$ cat config.mk
export PLATFORM = sky130hd
export DESIGN_NAME = keypad_four_function_calculator
export DESIGN_NICKNAME = d
export VERILOG_FILES = /design/src/rtl/kfc_pkg.sv /design/src/rtl/kfc_alu.sv /design/src/rtl/kfc_ctrl.sv /design/src/rtl/keypad_four_function_calculator.sv
export SDC_FILE = /design/constraint.sdc
export NUM_CORES = 1
export LEC_CHECK = 0
export BUFFER_PORTS_ARGS = -buffer_cell sky130_fd_sc_hd__buf_2
export CORE_MARGIN = 1
export CORE_UTILIZATION = 40
export CTS_CLUSTER_SIZE = 30
export DETAILED_ROUTE_END_ITERATION = 16
export HOLD_SLACK_MARGIN = 0.12
export PLACE_DENSITY = 0.56
export SYNTH_ARGS = -nofsm -noshare
export SYNTH_HDL_FRONTEND = slang
export SYNTH_SLANG_ARGS = --single-unit
export TNS_END_PERCENT = 1
$ cat constraint.sdc
create_clock -name clk -period 12.2 [get_ports clk]
set_clock_uncertainty 0.1 [all_clocks]
set_input_delay 1.22 -clock clk [delete_from_list [all_inputs] [get_ports clk]]
set_output_delay 1.22 -clock clk [all_outputs]
set_load 0.01 [all_outputs]
$ cat src/rtl/kfc_pkg.sv
// Shared types and key codes for the keypad four-function calculator.
package kfc_pkg;

  // Key kinds carried on the op field
  localparam logic [1:0] OP_OPER  = 2'd0;
  localparam logic [1:0] OP_DIGIT = 2'd1;
  localparam logic [1:0] OP_CLEAR = 2'd2;

  // ASCII operator codes, held at the width of the pending operation
  localparam logic [7:0] KEY_MUL = 8'd42;
  localparam logic [7:0] KEY_ADD = 8'd43;
  localparam logic [7:0] KEY_SUB = 8'd45;
  localparam logic [7:0] KEY_DIV = 8'd47;
  localparam logic [7:0] KEY_EQU = 8'd61;

  localparam int unsigned DATA_W = 16;
  localparam int unsigned CNT_W  = 4;

  typedef enum logic [2:0] {
    ST_IDLE,
    ST_PREP,
    ST_START,
    ST_WAIT,
    ST_RESP
  } kfc_state_t;

  // Request from the sequencer to the arithmetic unit
  typedef struct packed {
    logic              start;
    logic [7:0]        opc;
    logic [DATA_W-1:0] a;
    logic [DATA_W-1:0] b;
  } alu_req_t;

  // Response from the arithmetic unit
  typedef struct packed {
    logic              done;
    logic              err;
    logic [DATA_W-1:0] y;
  } alu_rsp_t;

endpackage

$ cat src/rtl/kfc_alu.sv
// Iterative arithmetic unit: shift-add multiply, restoring divide, add and subtract.
module kfc_alu (
  input  logic              clk,
  input  logic              rst,
  input  kfc_pkg::alu_req_t req,
  output kfc_pkg::alu_rsp_t rsp
);

  localparam int unsigned W = kfc_pkg::DATA_W;

  logic                        busy;
  logic                        is_div;
  logic                        neg_q;
  logic [kfc_pkg::CNT_W-1:0]   cnt;
  logic [W-1:0]                acc;
  logic [W-1:0]                mq;
  logic [W-1:0]                mcand;
  logic                        done;
  logic                        err;
  logic [W-1:0]                y;

  // Shared adder operands
  logic [W:0]   add_x;
  logic [W:0]   add_y;
  logic         add_cin;
  logic [W+1:0] sum;
  logic [W:0]   sh;
  logic         ge;
  logic [W-1:0] q_fin;
  logic [W-1:0] a_mag;
  logic [W-1:0] b_mag;

  assign sh    = {acc, mq[W-1]};
  assign sum   = {1'b0, add_x} + {1'b0, add_y} + {{(W+1){1'b0}}, add_cin};
  assign ge    = sum[W+1];
  assign q_fin = {mq[W-2:0], ge};
  assign a_mag = req.a[W-1] ? (~req.a + 1'b1) : req.a;
  assign b_mag = req.b[W-1] ? (~req.b + 1'b1) : req.b;

  // Select the adder inputs for the running or starting operation
  always_comb begin
    priority if (busy && !is_div) begin
      add_x   = {1'b0, acc};
      add_y   = mq[0] ? {1'b0, mcand} : '0;
      add_cin = 1'b0;
    end else if (busy) begin
      add_x   = sh;
      add_y   = ~{1'b0, mcand};
      add_cin = 1'b1;
    end else if (req.opc == kfc_pkg::KEY_SUB) begin
      add_x   = {1'b0, req.a};
      add_y   = ~{1'b0, req.b};
      add_cin = 1'b1;
    end else begin
      add_x   = {1'b0, req.a};
      add_y   = {1'b0, req.b};
      add_cin = 1'b0;
    end
  end

  // Load on start, then advance one bit per cycle
  always_ff @(posedge clk) begin
    if (rst) begin
      busy <= 1'b0;
      done <= 1'b0;
      err  <= 1'b0;
      y    <= '0;
    end else begin
      done <= 1'b0;
      if (req.start) begin
        err <= 1'b0;
        unique case (req.opc)
          kfc_pkg::KEY_MUL: begin
            acc    <= '0;
            mq     <= req.b;
            mcand  <= req.a;
            cnt    <= '1;
            is_div <= 1'b0;
            busy   <= 1'b1;
          end
          kfc_pkg::KEY_DIV: begin
            if (req.b == '0) begin
              y    <= '0;
              err  <= 1'b1;
              done <= 1'b1;
            end else begin
              acc    <= '0;
              mq     <= a_mag;
              mcand  <= b_mag;
              neg_q  <= req.a[W-1] ^ req.b[W-1];
              cnt    <= '1;
              is_div <= 1'b1;
              busy   <= 1'b1;
            end
          end
          kfc_pkg::KEY_ADD, kfc_pkg::KEY_SUB: begin
            y    <= sum[W-1:0];
            done <= 1'b1;
          end
          default: begin
            y    <= '0;
            done <= 1'b1;
          end
        endcase
      end else if (busy) begin
        if (is_div) begin
          acc <= ge ? sum[W-1:0] : sh[W-1:0];
          mq  <= q_fin;
        end else begin
          acc   <= sum[W-1:0];
          mcand <= {mcand[W-2:0], 1'b0};
          mq    <= {1'b0, mq[W-1:1]};
        end
        cnt <= cnt - 1'b1;
        if (cnt == '0) begin
          busy <= 1'b0;
          done <= 1'b1;
          if (is_div) begin
            y <= neg_q ? (~q_fin + 1'b1) : q_fin;
          end else begin
            y <= sum[W-1:0];
          end
        end
      end
    end
  end

  assign rsp.done = done;
  assign rsp.err  = err;
  assign rsp.y    = y;

endmodule

$ cat src/rtl/kfc_ctrl.sv
// Key sequencer: entry state, operand build-up and result register.
module kfc_ctrl (
  input  logic              clk,
  input  logic              rst,
  input  logic              key_valid,
  output logic              key_stall,
  input  logic [1:0]        op,
  input  logic [6:0]        key,
  output logic              res_valid,
  input  logic              res_stall,
  output logic [15:0]       result,
  output logic              result_ready,
  output logic              divide_error,
  output kfc_pkg::alu_req_t alu_req,
  input  kfc_pkg::alu_rsp_t alu_rsp
);

  localparam int unsigned W = kfc_pkg::DATA_W;

  kfc_pkg::kfc_state_t state;
  kfc_pkg::kfc_state_t state_next;

  logic [W-1:0] first_operand;
  logic [W-1:0] second_operand;
  logic         entering_second;
  logic         first_digits_typed;
  logic         first_negative;
  logic         second_negative;
  logic [7:0]   pending_operation;
  logic [W-1:0] last_result;
  logic [W-1:0] a_eff;
  logic [W-1:0] b_eff;
  logic         ready_flag;
  logic         derr_flag;

  logic         accept;
  logic         is_equals;
  logic [7:0]   key_code;
  logic [W-1:0] cur_operand;
  logic [W-1:0] digit_next;
  logic         alu_start;

  assign accept    = key_valid && !key_stall;
  assign key_code  = {1'b0, key};
  assign is_equals = (op == kfc_pkg::OP_OPER) && (key_code == kfc_pkg::KEY_EQU);

  // Operand times ten plus the key, wrapping on 16 bits
  assign cur_operand = entering_second ? second_operand : first_operand;
  assign digit_next  = {cur_operand[W-4:0], 3'b000} + {cur_operand[W-2:0], 1'b0}
                     + {{(W-7){1'b0}}, key};

  // Next state
  always_comb begin
    state_next = state;
    unique case (state)
      kfc_pkg::ST_IDLE:  if (accept) state_next = is_equals ? kfc_pkg::ST_PREP : kfc_pkg::ST_RESP;
      kfc_pkg::ST_PREP:  state_next = kfc_pkg::ST_START;
      kfc_pkg::ST_START: state_next = kfc_pkg::ST_WAIT;
      kfc_pkg::ST_WAIT:  if (alu_rsp.done) state_next = kfc_pkg::ST_RESP;
      kfc_pkg::ST_RESP:  if (!res_stall) state_next = kfc_pkg::ST_IDLE;
      default:           state_next = kfc_pkg::ST_IDLE;
    endcase
  end

  // Handshake and unit start
  always_comb begin
    key_stall = 1'b1;
    res_valid = 1'b0;
    alu_start = 1'b0;
    unique case (state)
      kfc_pkg::ST_IDLE:  key_stall = 1'b0;
      kfc_pkg::ST_START: alu_start = 1'b1;
      kfc_pkg::ST_RESP:  res_valid = 1'b1;
      default:           key_stall = 1'b1;
    endcase
  end

  assign alu_req.start = alu_start;
  assign alu_req.opc   = pending_operation;
  assign alu_req.a     = a_eff;
  assign alu_req.b     = b_eff;

  // Entry state and result register
  always_ff @(posedge clk) begin
    if (rst) begin
      state              <= kfc_pkg::ST_IDLE;
      first_operand      <= '0;
      second_operand     <= '0;
      entering_second    <= 1'b0;
      first_digits_typed <= 1'b0;
      first_negative     <= 1'b0;
      second_negative    <= 1'b0;
      pending_operation  <= '0;
      last_result        <= '0;
      ready_flag         <= 1'b0;
      derr_flag          <= 1'b0;
    end else begin
      state <= state_next;
      unique case (state)
        kfc_pkg::ST_IDLE: begin
          if (accept && !is_equals) begin
            ready_flag <= 1'b0;
            derr_flag  <= 1'b0;
            priority if (op == kfc_pkg::OP_OPER) begin
              if (!first_digits_typed) first_operand <= last_result;
              pending_operation <= key_code;
              entering_second   <= 1'b1;
            end else if (op == kfc_pkg::OP_CLEAR) begin
              first_operand      <= '0;
              second_operand     <= '0;
              entering_second    <= 1'b0;
              first_digits_typed <= 1'b0;
              first_negative     <= 1'b0;
              second_negative    <= 1'b0;
              pending_operation  <= '0;
              last_result        <= '0;
            end else if (!entering_second) begin
              first_digits_typed <= 1'b1;
              if (key_code == kfc_pkg::KEY_SUB) first_negative <= 1'b1;
              else first_operand <= digit_next;
            end else begin
              if (key_code == kfc_pkg::KEY_SUB) second_negative <= 1'b1;
              else second_operand <= digit_next;
            end
          end
        end
        kfc_pkg::ST_PREP: begin
          a_eff <= first_negative  ? (~first_operand + 1'b1)  : first_operand;
          b_eff <= second_negative ? (~second_operand + 1'b1) : second_operand;
        end
        kfc_pkg::ST_WAIT: begin
          if (alu_rsp.done) begin
            last_result        <= alu_rsp.y;
            ready_flag         <= 1'b1;
            derr_flag          <= alu_rsp.err;
            first_operand      <= '0;
            second_operand     <= '0;
            entering_second    <= 1'b0;
            first_digits_typed <= 1'b0;
            first_negative     <= 1'b0;
            second_negative    <= 1'b0;
            pending_operation  <= '0;
          end
        end
        default: begin
          ready_flag <= ready_flag;
        end
      endcase
    end
  end

  assign result       = last_result;
  assign result_ready = ready_flag;
  assign divide_error = derr_flag;

endmodule

$ cat src/rtl/keypad_four_function_calculator.sv
// Top level of the keypad four-function calculator.
//
// One key event is taken on the key channel (key_valid, key_stall, op, key)
// and exactly one result leaves on the result channel (res_valid, res_stall,
// result, result_ready, divide_error) for every key transfer.
// The block works on one key at a time: key_stall stays high from the cycle
// after a transfer until its result has been taken.
// Number, operator and clear keys are entered at the transfer, and the
// result is offered in the next cycle.
// An '=' key runs the pending operation on the shared iterative unit:
// multiply and divide step bit by bit through the shift-add or restoring loop;
// add, subtract, unknown operations and division by zero finish at the start.
// Before the unit is started, '=' passes an operand preparation state, and
// the result is offered once the unit reports done.
// While res_stall is high the result holds and no new key is taken.
// Reset (rst, synchronous, active high) zeroes both operands, the entry
// flags, the pending operation and the last result, and empties the
// result channel.
module keypad_four_function_calculator (
  input  logic        clk,
  input  logic        rst,
  input  logic        key_valid,
  output logic        key_stall,
  input  logic [1:0]  op,
  input  logic [6:0]  key,
  output logic        res_valid,
  input  logic        res_stall,
  output logic [15:0] result,
  output logic        result_ready,
  output logic        divide_error
);

  kfc_pkg::alu_req_t alu_req;
  kfc_pkg::alu_rsp_t alu_rsp;

  kfc_ctrl u_ctrl (
    .clk          (clk),
    .rst          (rst),
    .key_valid    (key_valid),
    .key_stall    (key_stall),
    .op           (op),
    .key          (key),
    .res_valid    (res_valid),
    .res_stall    (res_stall),
    .result       (result),
    .result_ready (result_ready),
    .divide_error (divide_error),
    .alu_req      (alu_req),
    .alu_rsp      (alu_rsp)
  );

  kfc_alu u_alu (
    .clk (clk),
    .rst (rst),
    .req (alu_req),
    .rsp (alu_rsp)
  );

endmodule

* After elaboration in Yosys (flattened, before gate mapping)
Index checks and enable logic that the tools add are counted.
** Word-level totals
- Register bits after elaboration :: 170
- Bits in latches :: 0
- Bits in writable memories :: 0
- Bits in read-only memories :: 0
- Bits of input ports :: 13
- Output and inout port bits :: 20
- Logic and storage cells :: 215
- Memories kept :: 0
** Cells by class
- $add $sub $neg :: 10
- Multipliers :: 0
- Div/mod/pow operators :: 0
- Order comparisons :: 0
- Equality and inequality tests :: 31
- Shift-type cells :: 0
- Muxes and demuxes :: 110
- Bitwise operators :: 10
- Reductions and logical operators :: 31
** Operators by type and width (count)
- 16-bit 2-to-1 mux :: 39
- 16-bit one-hot mux with 2 select lines :: 6
- 17-bit 2-to-1 mux :: 5
- 16-bit by 1-bit adder with 16-bit output, second input constant :: 5
- 16-bit inverter :: 5
- 16-bit one-hot mux with 3 select lines :: 1
- 1-bit 2-to-1 mux :: 35
- 16-bit inverter with 17-bit output :: 2
- 8-bit by 6-bit == test with 1-bit output, second input constant :: 4
- 8-bit 2-to-1 mux :: 4
- 6-bit AND reduction :: 4
- 4-bit AND reduction :: 5
- 17-bit by 17-bit adder with 18-bit output :: 1
- 18-bit by 1-bit adder with 18-bit output :: 1
- 3-bit != test, second input constant :: 6
- 1-bit one-hot mux with 2 select lines :: 9
- 16-bit adder :: 1
- 16-bit by 7-bit adder with 16-bit output :: 1
- 16-bit logical NOT :: 1
- 8-bit one-hot mux with 2 select lines :: 1
- 15-bit 2-to-1 mux :: 1
- 3-bit one-hot mux with 5 select lines :: 1
- 5-bit AND reduction :: 3
- 7-bit by 6-bit == test with 1-bit output, second input constant :: 2
- other kinds (24) :: 49

* Longest topological paths before layout
Gate-level depths: netlist of run 1.
- Word-level depth :: 13
- Depth in mapped cells :: 22

* Cells and area by module
From an unflattened synthesis of run 1, not the netlist that was laid out.
** Unflattened totals
- Cells, all modules :: 1321
- Area total of the unflattened synthesis :: 11428.5 um^2
** By module, submodules not included
- kfc_alu :: times used 1, cells each 756, area each 6282.3 um^2, sequential area each 2001.9 um^2
- kfc_ctrl :: times used 1, cells each 565, area each 5146.2 um^2, sequential area each 2242.2 um^2

* Worst setup path before layout of run 1
No wires, ideal clock.
- Kind :: reg-to-reg
- Start point :: register u_ctrl.pending_operation[5]
- End point :: register u_alu.y[14]
- Setup time :: 0.088 ns
- Arrival time :: 4.772 ns
- Data required time :: 12.012 ns
- Setup slack :: 7.240 ns
- Cell stages (with the launch flop) :: 22
- Path buffers :: 2
- Path through :: dfxtp_1 -> nor4bb_1 -> nand4b_1 -> clkbuf_1 -> buf_2 -> xnor2_1 -> nor2_1 -> a21oi_1 -> ha_1 -> and2_1 -> a221o_1 -> a31o_4 -> a21oi_4 -> ha_1 -> or3b_1 -> or3_1 -> nand2b_1 -> o21ai_1 -> xnor2_1 -> a21o_1 -> o211ai_1 -> a311oi_2
** On the way
- Word-level cells in the longest chain between the ends :: 13
- Elaborated cells between the ends (all ways) :: 24
- Those cells by class :: 3 x add/sub; 6 x eq/ne; 12 x mux; 1 x bitwise; 2 x reduce/logical
** RTL lines
- start: declaration :: RTL line kfc_ctrl.sv:29 : logic [7:0] pending_operation;
- start signal: assignment :: RTL line kfc_ctrl.sv:106 : pending_operation <= key_code;
- 8-bit by 6-bit == test with 1-bit output :: RTL line kfc_alu.sv:50, kfc_alu.sv:72
- 17-bit 2-to-1 mux :: RTL line kfc_alu.sv:50 : end else if (req.opc == kfc_pkg::KEY_SUB) begin
- 17-bit 2-to-1 mux :: RTL line kfc_alu.sv:46 : end else if (busy) begin
- 17-bit 2-to-1 mux :: RTL line kfc_alu.sv:42 : priority if (busy && !is_div) begin
- 17-bit by 17-bit adder with 18-bit output :: RTL line kfc_alu.sv:34 : assign sum = {1'b0, add_x} + {1'b0, add_y} + {{(W+1){1'b0}}, add_cin};
- 18-bit by 1-bit adder with 18-bit output :: RTL line kfc_alu.sv:34
- 16-bit inverter :: RTL line kfc_alu.sv:119 : y <= neg_q ? (~q_fin + 1'b1) : q_fin;
- 16-bit by 1-bit adder with 16-bit output :: RTL line kfc_alu.sv:119
- 16-bit 2-to-1 mux :: RTL line kfc_alu.sv:119
- 16-bit 2-to-1 mux :: RTL line kfc_alu.sv:118 : if (is_div) begin
- 16-bit 2-to-1 mux :: RTL line kfc_alu.sv:115 : if (cnt == '0) begin
- 16-bit 2-to-1 mux :: RTL line kfc_alu.sv:105 : end else if (busy) begin
- 16-bit 2-to-1 mux :: RTL line kfc_alu.sv:70 : if (req.start) begin
- end signal: assignment :: RTL line kfc_alu.sv:97 : y <= sum[W-1:0];
- end signal: assignment :: RTL line kfc_alu.sv:119
- end signal: assignment :: RTL line kfc_alu.sv:121 : y <= sum[W-1:0];
- end: declaration :: RTL line kfc_alu.sv:20 : logic [W-1:0] y;
Several ways; a longest one is shown, not always the timed one. The select of a mux whose other input is x is not followed.
A chain may end at the register's enable or synchronous reset.

* Worst setup path after layout of run 1
- Start point :: register u_alu.mq[0]
- End point :: register u_alu.y[14]
** On the way
- Word-level cells in the longest chain between the ends :: 11
- Elaborated cells between the ends (all ways) :: 12
- Those cells by class :: 3 x add/sub; 8 x mux; 1 x bitwise
** RTL lines
- start: declaration :: RTL line kfc_alu.sv:16 : logic [W-1:0] mq;
- start signal: assignment :: RTL line kfc_alu.sv:75 : mq <= req.b;
- start signal: assignment :: RTL line kfc_alu.sv:88 : mq <= a_mag;
- start signal: assignment :: RTL line kfc_alu.sv:108 : mq <= q_fin;
- 16-bit 2-to-1 mux :: RTL line kfc_alu.sv:44 : add_y = mq[0] ? {1'b0, mcand} : '0;
- 17-bit 2-to-1 mux :: RTL line kfc_alu.sv:42
- 17-bit by 17-bit adder with 18-bit output :: RTL line kfc_alu.sv:34
- 18-bit by 1-bit adder with 18-bit output :: RTL line kfc_alu.sv:34
- 16-bit inverter :: RTL line kfc_alu.sv:119
- 16-bit by 1-bit adder with 16-bit output :: RTL line kfc_alu.sv:119
- 16-bit 2-to-1 mux :: RTL line kfc_alu.sv:119
- 16-bit 2-to-1 mux :: RTL line kfc_alu.sv:118
- 16-bit 2-to-1 mux :: RTL line kfc_alu.sv:115
- 16-bit 2-to-1 mux :: RTL line kfc_alu.sv:105
- 16-bit 2-to-1 mux * :: RTL line kfc_alu.sv:70
Every way passes the cells marked *; elsewhere a longest branch is shown, timed or not. The select of a mux whose other input is x is not followed.

==> qor.yml, run 1 <==
antenna_found_initial: 0
start_util_pct: 41.00
arrival_ps: 5800
vias: 9822
gp_congestion: 0.8898
hp-class: "reg -> reg"
min_period_ps: 5536
cellPowerDensity_nw_per_um2: 103.2
grt_pass1_wl_um: 54570
yosysSeqAreaShare_pct: 36.85
die_w_um: 171.7
ant_nets: 0
cts.clk_slew.worst_paths_ps: 90
synth_commonest_cells: "nor2_1, a21oi_1, nand2_1"
clock_path_buffers: 2
cts_hold_buf: 0
grt_max_degree: 80
fin_crit_sh_pct: 45.38
slowest_stage: "nor2_1"
ir_worst_vdd_mv: 0.07009
drive_gt1_share_pct: 8.748
rsz0062_at_grt: "false"
num_rows: 61
synthArstFlopShare_pct: 0
synthCells: 1336
synth_edf_count: 86
setup_ws_ps: 6664
io_buffers: 32
grt-ovfl-total: 0
synth_top_area_share_pct: 22.43
hold_viol_final: 0
status: "complete, no violations"
cp_top_family: "compound AO/OA/AOI/OAI gates"
die-height_um: 171.7
drtIter0Drc: 982
synth_top_area_cell: "edfxtp_1"
power_frac_comb_pct: 7.7
htreeDepth: 4
first_pass_iters: 5
worstSetupStartpointType: "flip-flop"
end_kind: "flip-flop"
synth_seq_cells: 169
max_freq_mhz: 180.6
setup_tns_ps: 0
netSwitchingFraction_pct: 28.67
pwr-share-seq_pct: 47.1
yosysWarnings: 0
grt_pass1_vias: 9263
dpl.hpwl_um: 25580
synth_flop_cell: "edfxtp_1"
cap_violations: 0
cp_max_fo: 16
crit_chain: "inv_1 -> nor2_1 -> mux2i_1 -> a21oi_1 -> ha_1 -> nor2b_1 -> o31a_1 -> a21oi_1 -> a21oi_2 -> a21oi_4 -> ha_1 -> or3b_1 -> or3_1 -> nand2b_1 -> o21ai_1 -> xnor2_1 -> a21o_1 -> o211ai_1 -> a311oi_2"
root_buffer: "clkbuf_16"
clk_latency_ps: 460
synthTopCellsByArea: "edfxtp_1, dfxtp_1, a21oi_1, nor2_1, mux2i_1"
tightest_slew_ps: 1219
drc: 0
fillers: 2888
io_pins: 33
cts.sinks: 169
area_delta_synth_final_pct: 8.942
max_slew_margin_pct: 18.45
synth_area_sq_um: 11520
yosysUniqueCellTypes: 75
dieArea_sq_um: 29470
p_int_mw: 0.9232
slew_viol_final: 0
critPathBufInv: 1
fin_area_sq_um: 12550
p_clk_share_pct: 45.2
p_sw_mw: 0.3711
coreArea_sq_um: 28090
layout.cells.non_filler: 1704
syn_area_per_cell_sq_um: 8.620
dp.cells: 1672
wl_per_cell_um: 20.48
power.leakage_nw: 4.879
grt_usage_pct: 24.68
multi_input_area_sq_um: 6754
regArea_sq_um: 4245
placed_cell_area_sq_um: 11910
yosysMostFrequentCell: "nor2_1"
crit_type: "reg -> reg"
avgViaCountPerCell: 5.764
cts_resized: 0
finalSetupViolCount: 0
critPathMaxStageDelay_ps: 910
synth_nets: 1401
nNetsFinal: 1378
wl_um: 34900
cp.required_ps: 12470
cts_tree: "done"
cts_buffers: 17
pre_cts_slack_ps: 6780
diodes: 0
post_cts_buffers: 0
-- kinds of logic after synthesis --
| kind of cell | after synthesis | synth area share [%] |
|---|---|---|
| simple gates | 453 | 18.37 |
| compound gates | 357 | 20.02 |
| flops | 169 | 36.85 |
| buf+inv | 135 | 4.726 |
| xor+xnor | 101 | 7.801 |
| mux | 69 | 6.117 |
| fa+ha+maj | 52 | 6.106 |
-- placed cells by master (no fill, tap or decap), types with 45 or more instances in the layout --
cell type / synthesis / routed
ha_1: 45 / 45
nand2_1: 123 / 123
o21ai_0: 56 / 55
mux2i_1: 58 / 58
inv_1: 49 / 49
a21oi_1: 149 / 149
dfxtp_1: 83 / 82
edfxtp_1: 86 / 86
xnor2_1: 59 / 59
nor2_1: 159 / 158
-- worst register-to-register path: stages, from the launching register on --
cell	delay, ps
edfxtp_1	420
inv_1	90
nor2_1	910
mux2i_1	170
a21oi_1	340
ha_1	280
nor2b_1	140
o31a_1	280
a21oi_1	310
a21oi_2	210
a21oi_4	240
ha_1	200
or3b_1	370
or3_1	360
nand2b_1	210
o21ai_1	180
xnor2_1	130
a21o_1	120
o211ai_1	100
a311oi_2	320
-- flip-flops by register name (all words and copies together), names as in the netlist, 3 cells and up --
name,count
u_alu.acc,16
u_alu.cnt,4
u_alu.mcand,16
u_alu.mq,16
u_alu.y,16
u_ctrl.a_eff,16
u_ctrl.b_eff,16
u_ctrl.first_operand,16
u_ctrl.pending_operation,7
u_ctrl.result,16
u_ctrl.second_operand,16
u_ctrl.state,3
-- per-stage QoR --
step	power, mW	hold WS [ps]	util (%)
floorplan	0.6937	333.5	-
global placement	0.7208	356.1	42.40
detailed placement	0.7218	359.8	42.40
CTS	1.299	372.1	44.67
global route	1.335	401.0	44.67
finish	1.294	369.0	44.67
-- path summary, 6_finish.rpt --
path / start / to / slack [ps] / cells past startpoint
hold reg to reg: u_alu.done / u_ctrl.state[1] / 370 / 1
setup reg to reg: u_alu.mq[0] / u_alu.y[14] / 6660 / 19
setup / recovery: u_alu.mq[0] / u_alu.y[14] / 6660 / 19
hold / removal: u_alu.done / u_ctrl.state[1] / 370 / 1
-- power by group through the flow --
stage,clock (mW),sequential (mW),combinational [mW]
CTS,0.590,0.610,0.0996
floorplan,0,0.617,0.0764
detailed placement,0,0.623,0.0991
global placement,0,0.623,0.0983
global route,0.611,0.611,0.112
finish,0.585,0.610,0.0996
-- routing by layer --
layer / up-vias / global-route usage, % / part of all wire [%]
met2: 345 / 38.44 / 45
met3: 43 / 2.623 / 6.4
met1: 4676 / 35.22 / 46
met5: - / 0 / 0
met4: 0 / 8.657 / 2.3
li1: 4758 / - / -
-- final cells by class --
cell class / count / share of cell area [%]
timing repair buffer: 44 / 2.015
multi-input combinational: 1032 / 53.83
inverter: 49 / 1.466
clock inverter: 15 / 1.685
sequential: 169 / 33.84
clock buffer: 17 / 3.391
tap: 378 / 3.770
No activity file was read; power rests on OpenSTA's default activity.
==> inputs of run 2 (changes only) <==
clock period = 5.6 ns   (was 12.2 ns; I/O delays follow)
==> run 2 against run 1 <==
- clock power up 120%
- cell area up 0.40%
- utilization up 0.18 points
- setup slack worse by 6200 ps
- via count down 0.18%
- register-to-register slack worse by 6200 ps
- die area unchanged
- flip-flop and latch count unchanged
- critical path depth up 2
- sequential share of layout area down 0.13 points
- final cell count up 0.23%
- critical path type unchanged
==> qor.yml, run 2 (synthesized netlist as in run 1, its figures left out) <==
status: "complete, no violations"
cts_tree: "done"
tightest_slew_ps: 1200  # -18.83 ps
root_buffer: "clkbuf_16"
io_pins: 33  # unchanged
crit_type: "reg -> reg"
num_rows: 61  # unchanged
final_cell_mix: "nor2_1, a21oi_1, nand2_1, edfxtp_1, dfxtp_1"
p_sw_mw: 0.8069  # +120%
dieArea_sq_um: 29470  # unchanged
first_pass_iters: 6  # +1
grt-ovfl-total: 0  # unchanged
htreeDepth: 4  # unchanged
slew_viol_final: 0  # unchanged
grt_usage_pct: 24.29  # -0.39 points
coreArea_sq_um: 28090  # unchanged
setup_tns_ps: 0  # unchanged
cts.clk_slew.worst_paths_ps: 80  # about the same
regArea_sq_um: 4245  # unchanged
hp-start: "res_stall"
netSwitchingFraction_pct: 28.62  # -0.050 points
grt_pass1_vias: 9023  # -2.6%
cts_hold_buf: 0  # unchanged
rsz0062_at_grt: "false"
wl_um: 34680  # -0.62%
worstSetupStartpointType: "flip-flop"
start_util_pct: 41.00  # unchanged
diodes: 0  # unchanged
ff2ff_setup_slack_ps: 470  # -6200 ps
clk_latency_ps: 450  # about the same
ir_worst_vdd_mv: 0.1723  # +150%
cts.sinks: 169  # unchanged
wl_per_cell_um: 20.31  # -0.85%
hold_depth: 3  # +2
die_w_um: 171.7  # unchanged
cap_violations: 0  # unchanged
cts_buffers: 17  # unchanged
p_int_mw: 2.012  # +120%
cp_max_fo: 17  # +1
post_cts_buffers: 0  # unchanged
min_period_ps: 5134  # -402.3 ps
dp.cells: 1676  # +0.24%
nNetsFinal: 1382  # +0.29%
ff2ff_path_depth: 21  # +2
pwr-share-seq_pct: 47.1  # about the same
max_slew_margin_pct: 19.99  # +1.5 points
cellPowerDensity_nw_per_um2: 223.8  # +120%
p_clk_share_pct: 45.2  # about the same
fillers: 2811  # -2.7%
cp.required_ps: 5860  # -6610 ps
gp_congestion: 0.9370  # +5.3%
hold_end: "u_ctrl.state[2]"
clock_path_buffers: 2  # unchanged
antenna_found_initial: 0  # unchanged
end_kind: "flip-flop"
r2r_end: "u_alu.y[14]"
multi_input_area_sq_um: 6769  # +0.22%
vias: 9804  # -0.18%
ant_nets: 0  # unchanged
grt_max_degree: 67  # -16%
area_delta_synth_final_pct: 9.376
drc: 0  # unchanged
arrival_ps: 5400  # -400 ps
r2r_start: "u_ctrl.pending_operation[5]"
layout.cells.non_filler: 1708  # +0.23%
max_freq_mhz: 194.8  # +7.8%
hold_viol_final: 0  # unchanged
mostFrequentLayoutCell: "nor2_1"
drtIter0Drc: 814  # -17%
io_buffers: 32  # unchanged
die-height_um: 171.7  # unchanged
dpl.hpwl_um: 25420  # -0.64%
fin_crit_sh_pct: 91.68  # +46 points
grt_pass1_wl_um: 53340  # -2.3%
critPathMaxStageDelay_ps: 380  # -530 ps
crit_chain: "nor4bb_4 -> nand4b_1 -> buf_4 -> xnor2_1 -> nor2_1 -> a21oi_1 -> ha_1 -> nor2b_1 -> o31a_1 -> a21oi_1 -> a21oi_2 -> a21oi_4 -> ha_1 -> or3b_1 -> or3_1 -> nand2b_1 -> o21ai_1 -> xnor2_1 -> a21o_1 -> o211ai_1 -> a311oi_2"
power_frac_comb_pct: 7.6  # about the same
hp-class: "in -> reg"
slowest_stage: "or3b_1"
drive_gt1_share_pct: 9.098  # +0.35 points
power.leakage_nw: 4.904  # +0.51%
finalSetupViolCount: 0  # unchanged
avgViaCountPerCell: 5.740  # -0.42%
-- run 2: cell count changes in the layout (fill, tap and decap cells not counted) --
cell and delta:
nor4bb_1 -1, buf_4 +3, nor4bb_4 +1, inv_6 +2, clkinv_8 -2, buf_12 +1, inv_12 +1, clkinv_4 -1
-- run 2: power by group through the flow --
| stage | registers, mW | logic [mW] | clock network (mW) |
|---|---|---|---|
| global route | 1.33 | 0.242 | 1.33 |
| floorplan | 1.34 | 0.166 | 0 |
| global placement | 1.36 | 0.213 | 0 |
| finish | 1.33 | 0.215 | 1.27 |
| CTS | 1.33 | 0.216 | 1.29 |
| detailed placement | 1.36 | 0.215 | 0 |
-- run 2: critical path, delay by kind of cell, from the launching register on --
| family | cells | cell delay, ps |
|---|---|---|
| DFF | 1 | 340 |
| buffers and inverters | 1 | 250 |
| xor gates and xnor gates | 2 | 300 |
| adders and majority gates | 2 | 470 |
| and+or+nand+nor | 7 | 1650 |
| AOI/OAI and AO/OA | 9 | 1920 |
-- run 2: final cells by class --
type	instances	area share, %
Multi-Input combinational cell	1032	53.74
Sequential cell	169	33.70
Tap cell	378	3.755
Clock buffer	17	3.377
Timing Repair Buffer	48	2.344
Clock inverter	15	1.619
Inverter	49	1.460
-- run 2: what timing repair did --
action / 4_1_cts / 5_1_grt
setup endpoints to repair: 0 / 3
gates resized for setup: 0 / 2
hold endpoints to repair: 0 / 0
-- run 2: per-stage QoR --
step | utilization (%) | power (mW) | cell area (sq um) | hold slack [ps] | setup slack (ps)
after detailed placement | 42.55 | 1.571 | 11950 | 358.2 | 269.3
after global routing | 44.85 | 2.907 | 12600 | 262.4 | 64.56
after floorplan | - | 1.511 | 11520 | 333.5 | 640.2
final | 44.85 | 2.819 | 12600 | 244.3 | 466.0
after global placement | 42.55 | 1.569 | 11950 | 354.4 | 386.4
after CTS | 44.79 | 2.834 | 12580 | 235.0 | 241.1
-- run 2: worst max path at each step --
stage | depth (start not counted) | startpoint | endpoint
finish | 21 | u_ctrl.pending_operation[5] | u_alu.y[14]
global route | 21 | u_ctrl.pending_operation[5] | u_alu.y[12]
CTS | 21 | u_ctrl.pending_operation[5] | u_alu.y[14]
detailed placement | 21 | u_ctrl.pending_operation[5] | u_alu.y[14]
global placement | 21 | u_ctrl.pending_operation[5] | u_alu.y[14]
floorplan | 21 | u_ctrl.pending_operation[5] | u_alu.y[14]
-- run 2: per-layer routing --
metal / up-vias / global-route usage (%) / routed length [um]
met2: 262 / 38.06 / 15640
met1: 4726 / 33.67 / 16120
met5: - / 0 / 0
met3: 52 / 3.820 / 1864
met4: 0 / 8.657 / 1063
li1: 4764 / - / -
